`config.mk`:
```
export PLATFORM = sky130hd
export DESIGN_NAME = omr_cell
export DESIGN_NICKNAME = d
export VERILOG_FILES = /design/src/design/assert_macros.svh /design/src/design/omr_pkg.sv /design/src/design/omr_cell.sv
export SDC_FILE = /design/constraint.sdc
export NUM_CORES = 1
export LEC_CHECK = 0
export BUFFER_PORTS_ARGS = -buffer_cell sky130_fd_sc_hd__buf_2
export CORE_AREA = 8 8 133 135
export DETAILED_ROUTE_END_ITERATION = 16
export DIE_AREA = 0 0 141 143
export HOLD_SLACK_MARGIN = 0.03
export PLACE_DENSITY = 0.57
export SLEW_MARGIN = 5
export SYNTH_ARGS = -nofsm -noshare
export SYNTH_HDL_FRONTEND = slang
export SYNTH_SLANG_ARGS = --single-unit
```
`constraint.sdc`:
```
create_clock -name clk -period 10.6 [get_ports clk]
set_input_delay 2.12 -clock clk [delete_from_list [all_inputs] [get_ports clk]]
set_output_delay 2.12 -clock clk [all_outputs]
set_load 0.01 [all_outputs]
```
`src/design/assert_macros.svh`:
```
// Assertion macros for the ordered map design files.
`ifndef ASSERT_MACROS_SVH
`define ASSERT_MACROS_SVH

// Check a property at every rising clk edge outside reset.
`define ASSERT_CLK(lbl, prop, msg) \
	lbl: assert property (@(posedge clk) disable iff (!arst_n) (prop)) else $error(msg);

// Check that an expression is never true at a rising clk edge outside reset.
`define ASSERT_NEVER(lbl, expr, msg) \
	lbl: assert property (@(posedge clk) disable iff (!arst_n) !(expr)) else $error(msg);

`endif

```
`src/design/omr_pkg.sv`:
```
// Types and constants of the ordered map with rank lookup.
package omr_pkg;

	localparam int CAPACITY = 64;
	localparam int IDX_W    = $clog2(CAPACITY);
	localparam int CNT_W    = $clog2(CAPACITY + 1);
	localparam int KEY_W    = 32;
	localparam int VAL_W    = 32;
	localparam int RANK_W   = 7;
	localparam int REQ_W    = 2;
	localparam int STAT_W   = 2;

	typedef enum logic [REQ_W-1:0] {
		REQ_INSERT = 2'd0,
		REQ_DELETE = 2'd1,
		REQ_LOOKUP = 2'd2,
		REQ_RANK   = 2'd3
	} req_e_t;

	typedef enum logic [STAT_W-1:0] {
		ST_OK   = 2'd0,
		ST_MISS = 2'd1,
		ST_FULL = 2'd2
	} status_e_t;

	// Write command broadcast to every cell in the execute cycle.
	typedef struct packed {
		logic insert;
		logic remove;
		logic update;
	} cell_cmd_t;

	// Compare results of one cell against the current request.
	typedef struct packed {
		logic lt;
		logic eq;
		logic sel;
	} cell_flag_t;

endpackage

```
`src/design/omr_cell.sv`:
```
// One slot of the sorted row: holds a pair, compares it and shifts with its neighbours.
module omr_cell (
	input  logic                                clk,
	input  logic [omr_pkg::IDX_W-1:0]           idx,
	input  logic [omr_pkg::CNT_W-1:0]           count,
	input  logic signed [omr_pkg::KEY_W-1:0]    req_key,
	input  logic signed [omr_pkg::VAL_W-1:0]    req_value,
	input  logic [omr_pkg::RANK_W-1:0]          req_rank,
	input  omr_pkg::cell_cmd_t                  cmd,
	input  logic                                left_lt,
	input  logic signed [omr_pkg::KEY_W-1:0]    left_key,
	input  logic signed [omr_pkg::VAL_W-1:0]    left_value,
	input  logic signed [omr_pkg::KEY_W-1:0]    right_key,
	input  logic signed [omr_pkg::VAL_W-1:0]    right_value,
	output omr_pkg::cell_flag_t                 flag,
	output logic signed [omr_pkg::KEY_W-1:0]    key_q,
	output logic signed [omr_pkg::VAL_W-1:0]    value_q
);
	import omr_pkg::*;

	logic occupied;

	// The stored pairs always fill the row from slot zero upwards.
	assign occupied = CNT_W'(idx) < count;

	always_comb begin
		flag.lt  = occupied && (key_q < req_key);
		flag.eq  = occupied && (key_q == req_key);
		flag.sel = occupied && (32'(req_rank) == (32'(idx) + 32'd1));
	end

	always_ff @(posedge clk) begin
		if (cmd.insert && !flag.lt) begin
			// The first slot not below the key takes the new pair, the rest move up.
			if (left_lt) begin
				key_q   <= req_key;
				value_q <= req_value;
			end else begin
				key_q   <= left_key;
				value_q <= left_value;
			end
		end else if (cmd.remove && !flag.lt) begin
			key_q   <= right_key;
			value_q <= right_value;
		end else if (cmd.update && flag.eq) begin
			value_q <= req_value;
		end
	end

endmodule

```
Word-level counts from Yosys, hierarchy flattened --
Index checks and enable logic that the tools add are counted. W data, S select, Z words.
Word-level totals: word-level logic and storage cells 23, bits in registers 64, output and inout bits 67
Operators by class: reductions and logical operators 9, $add $sub $neg 1, eq/ne operators 2, $lt $le $gt $ge 2, muxes and demuxes 7
Operator list (number):
- $mux W32 | 7
- $eq A32 B32 Y1 | 1
- $lt A32 B32 Y1 | 1
- $add A6 B1 Y7 const B | 1
- $eq A7 B7 Y1 | 1
- $lt A6 B7 Y1 | 1
- $logic_and A1 B1 Y1 | 6
- $reduce_bool A3 Y1 | 1
- $reduce_bool A2 Y1 | 1
- $logic_not A1 Y1 | 1

Depth between registers and ports, before layout --
Gate-level depths: netlist of the first run.
word-level depth 6, depth in mapped cells 11, mapped depth without buffers 9

Least setup slack after synthesis of the first run --
Ideal clock, no wire load.
path type in2out, start point in req_key[17] (netlist bit), end point out flag[2] (netlist bit), arrival time 3.933 ns, data required time 8.480 ns, stages on the path 9, setup slack 4.547 ns, buffers on the path 1, cells stage by stage inv_1 -> ha_1 -> a21o_1 -> a221o_1 -> a22o_1 -> nor4b_4 -> a21oi_4 -> buf_2 -> inv_1
RTL lines:
- start: declaration | RTL line omr_cell.sv:6 | input logic signed [omr_pkg::KEY_W-1:0] req_key,
- end: declaration | RTL line omr_cell.sv:15 | output omr_pkg::cell_flag_t flag,

==> results.cfg, run 1 <==
[finish]
diodes = 0
nFillCells = 1586
area_growth_pct = 39.9
area.sequential_mm2 = 0.00192
final_cells = 923
nNetsFinal = 957
drive_gt1_frac = 0.453
multiInputGateArea_mm2 = 0.00237

[min_path]
min_to = value_q[30]
hold_class = reg2reg
min_path_cells = 4
hp-start = key_q[31]

[detailed_routing]
drtAntennaViolNets = 0
drc = 0
via_per_inst = 4.76
firstDrtPassIters = 4
drtIter0Drc = 181
highest_layer = met5
postRouteWirelength_mm = 16.2
wl_met2_mm = 8.43
avgRoutedWirePerCell_um = 17.6
dr_total_vias = 4390
route.met3.wl_um = 966
wl_met1_mm = 6.60

[setup_path]
crit_fanout = 34
slowest_delay_ps = 620
r2r_cells = 9
crit_required_ps = 8480
path_cells = buf_2, inv_1, ha_1, nand4_4, nor4_4, and4_2, o41ai_4, a21oi_4, inv_1, buf_2
cp_slowest_cell = a21oi_4
reg2reg_slack_ps = 6390
cp_top_family = simple AND/OR/NAND/NOR gates
rr_endpoint = value_q[9]
crit_type = in2out
r2r-start = key_q[31]
startpoint_type = input port
cp_num_buf_inv = 4
crit_arrival_ps = 4610
cp-end-kind = output pin

[yosys]
synth_seq_cells = 64
ys_seq_area_frac = 0.417
synthTopCellsByCount = 64 x edfxtp_1, 47 x a21oi_1, 40 x inv_1, 40 x nor2_1, 38 x ha_1
yosys_most_used_dff = edfxtp_1
syn_inst = 428
synth_warnings = 0
postSynthAreaPerCell_um2 = 10.8
synthesis.nets = 683
yosysMostFrequentCell = edfxtp_1
syn-cell-area_mm2 = 0.00461
synth_top_area_frac = 0.417
yosys-top-cells-area = edfxtp_1 42%, ha_1 10%, mux2i_1 7.2%
synth_cell_types = 51
synth-async-reset-ratio = 0
yosysTopAreaCell = edfxtp_1
synth-edff-count = 64

[run_status]
status = completed

[die]
core_area_mm2 = 0.0156
fp.dieW_um = 141
start_util = 0.295
row_count = 46
io_pins = 284
die_area_mm2 = 0.0202
die_h_um = 143

[clock_network]
cts_setup_buffers = 0
numClockSinks = 64
cts_buffer_depth = 2
ctsResizeCount = 0
clkTransAtPathRegs_ps = 60
cts_tree = yes
cts_buffers = 9
ctsHoldBuffers = 0
clk_latency_ps = 330
root_buffer = clkbuf_16
h-tree-depth = 3

[place]
numPortBuffers = 283
dp_cells = 907
place_congestion = 0.863
hpwlAfterDp_mm = 13.4

[sta]
final_max_slew_viol_count = 0
fmax_mhz = 149
period_needed_ps = 6730
finClkSkew_ps = 5.97
setup_viol = 0
rsz0062_at_grt = false
relSlewSlack = 0.124
finalHoldViolCount = 0
whs_ps = 1240
setup_tns_ps = 0
tightestPinTransition_ps = 1310
fin_crit_sh = 0.635

[pwr]
vdd_drop_max_v = 0.0000712
cellPowerDensity_mw_per_mm2 = 180
total_power_w = 0.00116
leakage_nw = 3.25

[job]
cap_violations = 0

[global_route]
antenna_found_initial = 1
grt.total_usage = 0.154
grt-ovfl-total = 0
grt_first_pass_wirelength_mm = 24.5
grt_pass1_vias = 4786
grt_max_degree = 65
==> cells by family (layout without fill, tap and decap cells) <==
| family | after synthesis | after routing | synth area share |
|---|---|---|---|
| AND/OR/NAND/NOR | 108 | 108 | 0.132 |
| multiplexers | 33 | 33 | 0.0717 |
| adder cells (fa/ha/maj) | 38 | 38 | 0.103 |
| flip-flops | 64 | 64 | 0.417 |
| XOR/XNOR | 8 | 8 | 0.0152 |
| buffers and inverters | 63 | 342 | 0.0698 |
| AO/OA/AOI/OAI | 114 | 114 | 0.191 |
==> flip-flops by register name, summed over array words and instances (netlist names) <==
signal / flops
key_q: 32
value_q: 32
==> through the flow <==
step	worst slack, ps	instance area (um^2)	utilization
2_1_floorplan	4550	4610	-
4_1_cts	3860	6450	0.413
6_report	3870	6450	0.413
5_1_grt	3640	6450	0.413
3_5_place_dp	3870	6150	0.394
3_3_place_gp	3960	6150	0.394
==> layout by cell type (no fill, tap or decap), types with 9 or more instances in the layout <==
master | synthesis | routed
ha_1 | 38 | 38
inv_1 | 40 | 40
clkbuf_16 | 0 | 9
and3_1 | 29 | 29
a221o_1 | 31 | 31
nor2_1 | 40 | 40
buf_2 | 9 | 283
a21oi_1 | 47 | 47
edfxtp_1 | 64 | 64
mux2i_1 | 33 | 33
==> routing by layer <==
metal	track usage	vias to the layer above
li1	-	2185
met1	0.178	2027
met2	0.270	155
met3	0.0467	21
met4	0.0475	2
met5	0	-
==> final cells by class <==
type,instances,area share
multi-input cells,301,0.367
flip-flops and latches,64,0.298
repair buffers,286,0.223
well taps,216,0.0419
clock buffers,9,0.0349
inverters,40,0.0233
clock inverters,7,0.0111
==> worst reg2reg max path: cells and delay by family, from the launching register on <==
family	cells	cell delay, ps
AND/OR/NAND/NOR	3	810
AO/OA/AOI/OAI	4	1770
flip-flops	1	390
buffers and inverters	1	370
adder cells (fa/ha/maj)	1	510
==> power by group <==
part           internal, W  switching (W)
registers         0.000387      0.0000287
clock network     0.000182       0.000116
logic             0.000179       0.000266
==> how the worst max path moves through the flow <==
stage	startpoint	slack [ps]	depth (start not counted)	to
final	req_key[31]	3870	10	flag[2]
after global routing	req_key[31]	3640	10	flag[2]
after CTS	req_key[31]	3860	10	flag[2]
after detailed placement	req_key[31]	3870	10	flag[2]
after global placement	req_key[31]	3960	10	flag[2]
after floorplan	req_key[17]	4550	9	flag[2]
Power figures use the tool's default switching activity.
==> run 2: changes to the inputs <==
- PLACE_DENSITY: 0.57 -> 0.59
- clock period: 10.6 -> 6 ns (I/O delays scaled with it)
==> results.cfg, run 2 (synthesis gave the netlist of run 1 again) <==
[global_route]
met3_usage = 0.0544
grt_busiest_layer = met2
grt.total_usage = 0.154
antenna_found_initial = 2
grt_pass1_vias = 4767
use_met2 = 0.263
use_met1 = 0.177
grt-ovfl-total = 0
grt_first_pass_wirelength_mm = 24.6
grt_max_degree = 65

[clock_network]
ctsResizeCount = 0
numClockSinks = 64
cts_tree = yes
root_buffer = clkbuf_16
cts_buffer_depth = 2
h-tree-depth = 3
clk_latency_ps = 330
cts_setup_buffers = 0
ctsHoldBuffers = 0
cts_buffers = 9
clkTransAtPathRegs_ps = 60

[pwr]
cellPowerDensity_mw_per_mm2 = 322
leakage_nw = 3.26
vdd_drop_max_v = 0.000123

[die]
die_area_mm2 = 0.0202
fp.dieW_um = 141
row_count = 46
die_h_um = 143
io_pins = 284
start_util = 0.295
core_area_mm2 = 0.0156

[detailed_routing]
drtAntennaViolNets = 0
firstDrtPassIters = 4
drtIter0Drc = 232
postRouteWirelength_mm = 16.5
dr_total_vias = 4442
avgRoutedWirePerCell_um = 17.8
drc = 0
via_per_inst = 4.80

[place]
hpwlAfterDp_mm = 13.7
place_congestion = 0.855
numPortBuffers = 283

[finish]
mostFrequentLayoutCell = buf_2
nNetsFinal = 958
area_growth_pct = 40.8
drive_gt1_frac = 0.455
fin_util = 0.416
final_cell_mix = 283 x buf_2, 64 x edfxtp_1, 47 x a21oi_1, 40 x inv_1, 40 x nor2_1
top_regs = key_q (32), value_q (32)

[min_path]
hold_class = in2reg

[sta]
relSlewSlack = 0.213
fmax_mhz = 214
setup_tns_ps = 0
final_max_slew_viol_count = 0
fin_crit_sh = 0.779
finalHoldViolCount = 0
setup_viol = 0
rsz0062_at_grt = false
tightestPinTransition_ps = 1180
period_needed_ps = 4670
finClkSkew_ps = 6.84

[setup_path]
startpoint_type = input port
crit_type = in2out
crit_required_ps = 4800
crit_arrival_ps = 3470
cp-end-kind = output pin
crit_fanout = 34

[job]
cap_violations = 0

[run_status]
status = completed
run 2: critical path, stage by stage:
cell      delay (ps)
buf_2             90
inv_1             40
ha_1             300
nand4_1          160
nor3_1           410
a21boi_0         380
o41ai_4          180
a21oi_4          150
buf_4            320
inv_1             60
buf_2            150
run 2: final cells by class:
type,count,area (um^2)
Timing Repair Buffer,287,1450
Inverter,40,150
Multi-Input combinational cell,301,2380
Antenna cell,1,2.50
Clock inverter,7,96.3
Clock buffer,9,225
Fill cell,1550,9110
Sequential cell,64,1920
Tap cell,216,270
run 2: path summary, 6_finish.rpt:
kind,startpoint,slack (ps),cells past startpoint,end
setup / recovery,req_key[15],1330,11,flag[2]
hold / removal,req_value[6],1170,2,value_q[6]
setup reg to reg,key_q[13],2590,9,value_q[31]
hold reg to reg,key_q[31],1260,4,value_q[30]
run 2: report_power, final:
group	total (W)	leakage, nW	internal (W)	switching [W]
Clock	0.000559	0.148	0.000363	0.000196
Combinational	0.000791	2.49	0.000322	0.000469
Sequential	0.000738	0.627	0.000684	0.0000543
run 2: per-stage QoR:
step / instances / setup WS [ps] / hold WS, ps / cell area, um^2 / total power (W)
CTS: 924 / 1340 / 1150 / 6480 / 0.00212
detailed placement: 908 / 1350 / 1280 / 6160 / 0.00155
floorplan: 428 / 1190 / 1100 / 4610 / 0.00122
global route: 924 / 1150 / 1160 / 6490 / 0.00222
global placement: 908 / 1400 / 1230 / 6160 / 0.00153
finish: 925 / 1330 / 1170 / 6490 / 0.00209
run 2: per-layer routing:
| metal | up-vias | part of all wire |
|---|---|---|
| li1 | 2191 | - |
| met5 | - | 0.00079 |
| met1 | 2037 | 0.40 |
| met3 | 18 | 0.089 |
| met2 | 194 | 0.50 |
| met4 | 2 | 0.015 |
==> run 3: changes to the inputs <==
- ABC_AREA: default -> 1
- CORE_AREA: 8 8 133 135 -> 8 8 140 142
- DIE_AREA: 0 0 141 143 -> 0 0 148 150
- PLACE_DENSITY: 0.59 -> 0.55
- clock period: 6 -> 4.9 ns (I/O delays scaled with it)
==> results.cfg, run 3 <==
[run_status]
status = completed

[yosys]
yosys-top-cells-area = edfxtp_1 38%, nand2_1 15%, ha_1 9.3%
syn-cell-area_mm2 = 0.00511
synth_cell_types = 29
yosysMostFrequentCell = nand2_1
synthesis.nets = 974
yosys_most_used_dff = edfxtp_1
synthTopCellsByCount = 205 x nand2_1, 118 x inv_1, 69 x nand3_1
synth-edff-count = 64
synth-async-reset-ratio = 0
synth_seq_cells = 64
yosysTopAreaCell = edfxtp_1
syn_inst = 719
synth_warnings = 0
synth_top_area_frac = 0.376
ys_seq_area_frac = 0.376
postSynthAreaPerCell_um2 = 7.11

[sta]
finalHoldViolCount = 0
setup_viol = 0
period_needed_ps = 3930
tightestPinTransition_ps = 1200
relSlewSlack = 0.200
setup_tns_ps = 0
final_max_slew_viol_count = 0
finClkSkew_ps = 7.25
fmax_mhz = 255
fin_crit_sh = 0.802
rsz0062_at_grt = false

[global_route]
grt.total_usage = 0.161
grt_max_degree = 128
grt_first_pass_wirelength_mm = 28.0
grt-ovfl-total = 0
antenna_found_initial = 3
grt_pass1_vias = 5363

[setup_path]
startpoint_type = input port
slowest_delay_ps = 300
cp_num_buf_inv = 5
crit_fanout = 22
crit_type = in2out
cp_top_family = simple AND/OR/NAND/NOR gates
cpMostUsedCell = nand2_1
cp_slowest_cell = ha_1
path_cells = buf_2, inv_1, ha_1, a21oi_1, o21ai_0, nor2_1, nand2_1, nor2_1, nand2_1, nand2_1, nand3_4, buf_4, inv_1, buf_2
cp-end-kind = output pin
crit_required_ps = 3920
crit_arrival_ps = 2950

[clock_network]
cts_buffer_depth = 2
h-tree-depth = 3
cts_setup_buffers = 0
cts_buffers = 9
numClockSinks = 64
clk_latency_ps = 340
cts_tree = yes
ctsResizeCount = 0
root_buffer = clkbuf_16
clkTransAtPathRegs_ps = 50
ctsHoldBuffers = 0

[place]
hpwlAfterDp_mm = 14.8
place_congestion = 0.812
numPortBuffers = 283
dp_cells = 1201

[pwr]
vdd_drop_max_v = 0.000174
cellPowerDensity_mw_per_mm2 = 475
leakage_nw = 3.86

[min_path]
hold_class = in2reg

[die]
die_area_mm2 = 0.0222
start_util = 0.291
core_area_mm2 = 0.0175
io_pins = 284
die_h_um = 150
row_count = 49
fp.dieW_um = 148

[detailed_routing]
postRouteWirelength_mm = 18.6
drtIter0Drc = 263
dr_total_vias = 5397
drtAntennaViolNets = 0
via_per_inst = 4.44
firstDrtPassIters = 6
avgRoutedWirePerCell_um = 15.3
drc = 0

[finish]
fin_util = 0.396
mostFrequentLayoutCell = buf_2
final_cells = 1216
drive_gt1_frac = 0.311
multiInputGateArea_mm2 = 0.00256
nFillCells = 1906
nNetsFinal = 1238
area_growth_pct = 36.0
final_cell_mix = 282 x buf_2, 205 x nand2_1, 118 x inv_1, 68 x nand3_1, 64 x edfxtp_1
top_regs = key_q (32), value_q (32)
area.sequential_mm2 = 0.00192

[job]
cap_violations = 0
[run 3: cell types whose count changed in the layout (fill, tap and decap cells not counted), moves of 4 or more]
cell	previous run	this run
a21o_1	7	3
inv_1	40	118
o21ai_1	0	5
a221o_1	31	0
nor2_1	40	47
and3_1	29	1
nand3_1	7	68
mux2i_1	33	0
nand2_1	8	205
o21ai_0	7	62
[run 3: path summary, 6_finish.rpt]
kind,start,to,slack [ps],cells after the start
worst max register to register,key_q[31],key_q[9],1650,13
worst max-delay path,req_key[29],flag[2],970,14
worst min-delay path,right_key[0],key_q[0],930,3
worst min register to register,key_q[31],value_q[13],1320,6
[run 3: power breakdown]
part / leakage [nW] / internal, W / switching, W / total (W)
registers: 0.628 / 0.00102 / 0.000105 / 0.00112
clock network: 0.118 / 0.000331 / 0.000219 / 0.000550
logic: 3.11 / 0.000578 / 0.00105 / 0.00163
total: 3.86 / 0.00192 / 0.00138 / 0.00330
[run 3: layout make-up]
class,count,share of cell area
timing repair buffer,290,0.214
inverter,119,0.0643
clock buffer,11,0.0335
clock inverter,3,0.00162
multi-input combinational,499,0.369
tap,229,0.0413
antenna,1,0.000360
sequential,64,0.277
[run 3: cells by family (layout without fill, tap and decap cells)]
family                     count (synthesis)  after routing  share of synthesized area
buffers and inverters                    156            423                      0.124
and+or+nand+nor                          333            333                      0.271
AOI/OAI and AO/OA                        118            118                      0.118
other                                      0              1                          0
xor gates and xnor gates                   9              9                     0.0154
muxes                                      1              1                    0.00220
adders and majority gates                 38             38                     0.0931
DFF                                       64             64                      0.376
[run 3: worst min-delay path: stages]
cell,delay (ps)
buf_2,70
nand2_1,50
nand2_1,50
[run 3: metal layers]
metal | track usage | vias to the layer above | wire [um]
li1 | - | 2854 | -
met1 | 0.179 | 2339 | 7430
met2 | 0.280 | 172 | 9240
met3 | 0.0508 | 28 | 1450
met4 | 0.0637 | 4 | 416
met5 | 0 | - | 27
[run 3: stage by stage]
step | power, W | setup WS, ps | hold slack, ps | instance area (um^2)
2_1_floorplan | 0.00212 | 1170 | 1100 | 5110
3_3_place_gp | 0.00279 | 877 | 1260 | 6700
3_5_place_dp | 0.00279 | 889 | 1260 | 6700
4_1_cts | 0.00336 | 910 | 904 | 6940
5_1_grt | 0.00359 | 784 | 920 | 6940
6_report | 0.00330 | 971 | 926 | 6950
